<file path="src/sv/lbpd_pkg.sv">
// Shared types, constants and element decode for the low-bit packed dot product.
package lbpd_pkg;

  localparam int unsigned CODE_W  = 64;
  localparam int unsigned CNT_W   = 4;
  localparam int unsigned ELEM_W  = 8;
  localparam int unsigned PROD_W  = 16;
  localparam int unsigned SUM_W   = 32;
  localparam int unsigned MODE_W  = 2;
  localparam int unsigned IDX_W   = 1;
  localparam int unsigned IN_TDATA_W  = 136;
  localparam int unsigned OUT_TDATA_W = 32;

  typedef enum logic [MODE_W-1:0] {
    MODE_INT8  = 2'd0,
    MODE_INT4  = 2'd1,
    MODE_INT2  = 2'd2,
    MODE_SIGN1 = 2'd3
  } mode_t;

  localparam logic [IDX_W-1:0] REG_ACT_MODE    = 1'b0;
  localparam logic [IDX_W-1:0] REG_WEIGHT_MODE = 1'b1;

  typedef struct packed {
    mode_t act_mode;
    mode_t weight_mode;
  } modes_t;

  // Element idx of a packed word; positions past the word read as code zero.
  function automatic logic signed [ELEM_W-1:0] decode_elem(
    input logic [CODE_W-1:0] word,
    input mode_t             mode,
    input int unsigned       idx
  );
    int unsigned          pos;
    logic [CODE_W-1:0]    sh;
    logic [ELEM_W-1:0]    code;
    logic [ELEM_W-1:0]    res;
    pos  = idx * (ELEM_W >> mode);
    sh   = word >> pos;
    code = (pos < CODE_W) ? sh[ELEM_W-1:0] : '0;
    case (mode)
      MODE_INT8:  res = code;
      MODE_INT4:  res = {{4{code[3]}}, code[3:0]};
      MODE_INT2:  res = {{6{code[1]}}, code[1:0]};
      MODE_SIGN1: res = code[0] ? 8'hff : 8'h01;
      default:    res = code;
    endcase
    return signed'(res);
  endfunction

endpackage

</file>
<file path="src/sv/lbpd_group_sum.sv">
// Per-lane decode and multiply of one group, summed over the active lanes.
module lbpd_group_sum #(
  parameter int unsigned LANES  = 8,
  parameter int unsigned PSUM_W = 20
) (
  input  logic [lbpd_pkg::CODE_W-1:0] act_codes,
  input  logic [lbpd_pkg::CODE_W-1:0] weight_codes,
  input  logic [lbpd_pkg::CNT_W-1:0]  valid_count,
  input  lbpd_pkg::modes_t            modes,
  output logic signed [PSUM_W-1:0]    group_sum
);

  logic signed [lbpd_pkg::PROD_W-1:0] prod [LANES];

  for (genvar i = 0; i < LANES; i++) begin : g_lane
    logic signed [lbpd_pkg::ELEM_W-1:0] a_val;
    logic signed [lbpd_pkg::ELEM_W-1:0] w_val;
    logic signed [lbpd_pkg::PROD_W-1:0] lane_prod;
    logic                               lane_on;
    assign a_val     = lbpd_pkg::decode_elem(act_codes, modes.act_mode, i);
    assign w_val     = lbpd_pkg::decode_elem(weight_codes, modes.weight_mode, i);
    // signed multiply at full product width
    assign lane_prod = a_val * w_val;
    // lanes at or beyond LANES never exist, so the count is capped implicitly
    assign lane_on   = (32'(valid_count) > 32'(i));
    assign prod[i]   = lane_on ? lane_prod : '0;
  end

  always_comb begin
    group_sum = '0;
    for (int i = 0; i < LANES; i++) begin
      group_sum = group_sum + PSUM_W'(prod[i]);
    end
  end

endmodule

</file>
<file path="src/sv/low_bit_packed_dot_product.sv">
// Top level: input register, group multiply-add, running sum and result register.
// A last-group transaction passes through the stage-1 input register and the result register before it shows on out_*.
// Throughput: one group per cycle while in_tready holds; the single group-sum stage sets that figure.
// in_tready drops only while a second result waits behind an untaken one.
// Reset (rst_n, synchronous): clears running sum, modes and all valid flags.
module low_bit_packed_dot_product #(
  parameter int unsigned LANES = 8
) (
  input  logic                                clk,
  input  logic                                rst_n,
  // cfg
  input  logic                                cfg_we,
  input  logic [lbpd_pkg::IDX_W-1:0]          cfg_index,
  input  logic [lbpd_pkg::MODE_W-1:0]         cfg_wdata,
  // input stream
  input  logic                                in_tvalid,
  output logic                                in_tready,
  // act_codes[63:0], weight_codes[127:64], valid_count[131:128], zero pad
  input  logic [lbpd_pkg::IN_TDATA_W-1:0]     in_tdata,
  input  logic                                in_tlast,
  // output stream
  output logic                                out_tvalid,
  input  logic                                out_tready,
  // dot_sum[31:0]
  output logic [lbpd_pkg::OUT_TDATA_W-1:0]    out_tdata
);

  localparam int unsigned PSUM_W = lbpd_pkg::PROD_W + $clog2(LANES) + 1;

  lbpd_pkg::modes_t                 modes_r;
  logic                             s1_valid_r;
  logic                             s1_valid_nxt;
  logic [lbpd_pkg::CODE_W-1:0]      s1_act_r;
  logic [lbpd_pkg::CODE_W-1:0]      s1_wt_r;
  logic [lbpd_pkg::CNT_W-1:0]       s1_cnt_r;
  logic                             s1_last_r;
  logic [lbpd_pkg::SUM_W-1:0]       acc_r;
  logic [lbpd_pkg::SUM_W-1:0]       acc_nxt;
  logic                             out_valid_r;
  logic                             out_valid_nxt;
  logic [lbpd_pkg::SUM_W-1:0]       out_data_r;
  logic signed [PSUM_W-1:0]         group_sum;
  logic [lbpd_pkg::SUM_W-1:0]       total;
  logic                             s1_go;
  logic                             in_acc;

  lbpd_group_sum #(
    .LANES  (LANES),
    .PSUM_W (PSUM_W)
  ) u_group_sum (
    .act_codes    (s1_act_r),
    .weight_codes (s1_wt_r),
    .valid_count  (s1_cnt_r),
    .modes        (modes_r),
    .group_sum    (group_sum)
  );

  // stage 1 moves on unless its result would land on an untaken one
  assign s1_go     = s1_valid_r && !(s1_last_r && out_valid_r && !out_tready);
  assign in_tready = !s1_valid_r || s1_go;
  assign in_acc    = in_tvalid && in_tready;
  assign total     = acc_r + lbpd_pkg::SUM_W'(group_sum);

  always_comb begin
    s1_valid_nxt = s1_valid_r;
    if (in_acc) begin
      s1_valid_nxt = 1'b1;
    end else if (s1_go) begin
      s1_valid_nxt = 1'b0;
    end
  end

  always_comb begin
    acc_nxt = acc_r;
    if (s1_go) begin
      acc_nxt = s1_last_r ? '0 : total;
    end
  end

  always_comb begin
    out_valid_nxt = out_valid_r;
    if (s1_go && s1_last_r) begin
      out_valid_nxt = 1'b1;
    end else if (out_tready) begin
      out_valid_nxt = 1'b0;
    end
  end

  always_ff @(posedge clk) begin
    if (!rst_n) begin
      modes_r     <= '{act_mode: lbpd_pkg::MODE_INT8, weight_mode: lbpd_pkg::MODE_INT8};
      s1_valid_r  <= 1'b0;
      acc_r       <= '0;
      out_valid_r <= 1'b0;
    end else begin
      if (cfg_we) begin
        case (cfg_index)
          lbpd_pkg::REG_ACT_MODE:    modes_r.act_mode    <= lbpd_pkg::mode_t'(cfg_wdata);
          lbpd_pkg::REG_WEIGHT_MODE: modes_r.weight_mode <= lbpd_pkg::mode_t'(cfg_wdata);
          default: ;
        endcase
      end
      s1_valid_r  <= s1_valid_nxt;
      acc_r       <= acc_nxt;
      out_valid_r <= out_valid_nxt;
    end
  end

  always_ff @(posedge clk) begin
    if (in_acc) begin
      s1_act_r  <= in_tdata[63:0];
      s1_wt_r   <= in_tdata[127:64];
      s1_cnt_r  <= in_tdata[131:128];
      s1_last_r <= in_tlast;
    end
    if (s1_go && s1_last_r) begin
      out_data_r <= total;
    end
  end

  assign out_tvalid = out_valid_r;
  assign out_tdata  = out_data_r;

endmodule
</file>
<file path="config.mk">
export PLATFORM = sky130hd
export DESIGN_NAME = low_bit_packed_dot_product
export DESIGN_NICKNAME = d
export VERILOG_FILES = /design/src/sv/lbpd_pkg.sv /design/src/sv/lbpd_group_sum.sv /design/src/sv/low_bit_packed_dot_product.sv
export SDC_FILE = /design/constraint.sdc
export NUM_CORES = 2
export LEC_CHECK = 0
export ABC_AREA = 1
export BUFFER_PORTS_ARGS = -buffer_cell sky130_fd_sc_hd__buf_2
export CORE_MARGIN = 3
export CORE_UTILIZATION = 30
export CTS_CLUSTER_DIAMETER = 40
export DETAILED_ROUTE_END_ITERATION = 10
export PLACE_DENSITY = 0.43
export SYNTH_ARGS = -nofsm -noshare
export SYNTH_HDL_FRONTEND = slang
export SYNTH_SLANG_ARGS = --single-unit
</file>
<file path="constraint.sdc">
create_clock -name clk -period 12.5 [get_ports clk]
set_input_delay 0.625 -clock clk [delete_from_list [all_inputs] [get_ports clk]]
set_output_delay 0.625 -clock clk [all_outputs]
set_load 0.1 [all_outputs]
</file>
==> run metrics <==
Worst R2R Path Depth 66; DRT Pass-1 Iters 8; Worst EP arrival between 10 and 15 ns; total CTS buffers between 40 and 50; Post-synth top cells nand2_1, inv_1, nor2_1, nand3_1, fa_1; Synth top area share 20.7%; Unique masters post-synth 57; Reg area 0.00573 mm^2; WL final 261,000 um; main flop type after synthesis edfxtp_1; Worst setup EP type flop; slew margin rel. 17.7%; DIE WIDTH around 420 um; initial drt markers 5,252; fill count ~19,000; die area 0.178 mm^2; Routed Antenna Nets 0; FP Rows 152; pin count of the biggest net entering global routing 76; core area approximately 0.17 mm^2; period utilisation layout 95.8%; CTS root buf clkbuf_16; Setup crit start modes_r[2]; Ports roughly 180; Buffers on Ports 174; post-DP HPWL 219,000 um; number of max-cap violations 0; Ys Warns 0; post-route minimum period 11.98 ns; Hold Path Depth 1; clock sinks 203; FFs w/ async S/R, synth 0%; cell taking the most area after synthesis fa_1; Final nets ~11,000; Util after Layout approximately two fifths; Post-Syn Instances between 8,000 and 9,000; CP max FO 7; Worst R2R Start modes_r[2]; first-pass GRT wire length 385,000 um; slowest CP cell fa_1; Worst Path Buf+Inv 18; Post-Syn Area per Cell around 6.3 um^2; fin. max-slew vios 0; hold path start in_tdata[109]; Worst Hold Class in -> reg; RSZ-0062 raised after global routing true; Max Root-Sink Buffers 3; antenna violations before repair 4; via/cell ratio 5.07; Mapped Area 0.0520 mm^2; maximum level of the CTS H-tree 2; CTS tree yes; Post-synth EDFFs 165; DRC viols 0; area grow syn2layout 32.3%; Initial Util 30.3%; cts-stage hold buffer count 0; routability cong. just over 1; Worst-Skew Late Latency 0.65 ns; critical path depth 66; Vias 60,200; kind of critical path reg -> reg; share of layout cells above drive strength 1 between 20% and 30%; final number of setup-violating endpoints 0; sequential share of the synthesized area 11.0%; most instantiated library cell after synthesis nand2_1; multi-input combinational cell area 0.0418 mm^2; die height 422 um; ranking of synthesized cells by area fa_1, nand2_1, edfxtp_1; worst slew pin tran approximately 1.2 ns; Top delay family on crit path adder cells; total congestion overflow 0; Worst Path Required between 10 and 15 ns; startpoint types flop; status finished, final reports clean; Net Count, Synth 9,227; Worst Skew 0.0517 ns; Final Hold Viols 0; number of synthesized register bits 203; f_max 83.5 MHz; clock transition at the registers of the reported paths around 0.050 ns; vias in the first global route between 60,000 and 70,000; Crit path largest cell delay 0.55 ns; GR Util All Layers 28.5%; wire per inst 22.0 um
## logic make-up after synthesis
logic type               count (synthesis)  share of synthesized area [%]
AND/OR/NAND/NOR                       4368                           34.7
buffers and inverters                 1543                           11.7
AO/OA/AOI/OAI                         1147                           12.4
adder cells (fa/ha/maj)                855                           28.3
flip-flops                             203                           11.0
XOR/XNOR                               108                           1.82
multiplexers                             3                         0.0649
## what timing repair did
item	CTS	global route
gates cloned	0	9
endpoints found under the setup margin	34	40
resized for setup	50	386
pin swaps	9	93
buffers inserted	1	22
## registers in the layout, indices dropped and copies added (netlist names)
name        cells
s1_wt_r        64
out_tdata      32
s1_last_r       1
modes_r         4
acc_r          32
s1_valid_r      1
out_tvalid      1
s1_act_r       64
s1_cnt_r        4
## routing by layer
metal | track usage (%) | share of wire [%]
met1 | 37.4 | 43
met2 | 47.6 | 46
met3 | 3.85 | 6.5
met4 | 10.8 | 4.7
met5 | 0 | 0
## layout by cell type, fill, tap and decap left out, types with 174 or more instances in the layout
cell     netlist  routed
nor2_1       999     922
buf_4         15    1339
fa_1         537     532
buf_2        110     174
nand2_1     2331    2277
a21oi_1      365     310
nand3_1      807     794
ha_1         318     273
inv_1       1163    1146
o21ai_0      458     415
## area by class of cell
| cell class | count | area share (%) |
|---|---|---|
| Sequential cell | 203 | 8.33 |
| Tap cell | 2310 | 4.20 |
| Clock buffer | 44 | 1.52 |
| Timing Repair Buffer | 1589 | 18.0 |
| Inverter | 1217 | 6.67 |
| Clock inverter | 32 | 0.475 |
| Multi-Input combinational cell | 6481 | 60.8 |
| Antenna cell | 2 | 0.00727 |
## final timing paths
kind,to,slack [ns]
max reg2reg,out_tdata[24],0.52
min,s1_wt_r[45],0.14
min reg2reg,acc_r[4],0.47
max,out_tdata[24],0.52
## per-stage QoR
step                std cells  setup slack, ns  setup TNS (ns)  instance area, um^2  hold WS [ns]
floorplan                8227            0.460               0                52000         0.449
global placement        11800           -0.483           -9.27                65400         0.456
detailed placement      11800           -0.417           -7.28                65400         0.462
CTS                     11800           0.0139               0                66900        0.0733
global route            11900          -0.0986          -0.757                68800         0.106
finish                  11900            0.519               0                68800         0.141
Power is left out: the tool's default activity adds up to more than one toggle a clock period on the data nets, which glitch-free logic cannot reach.
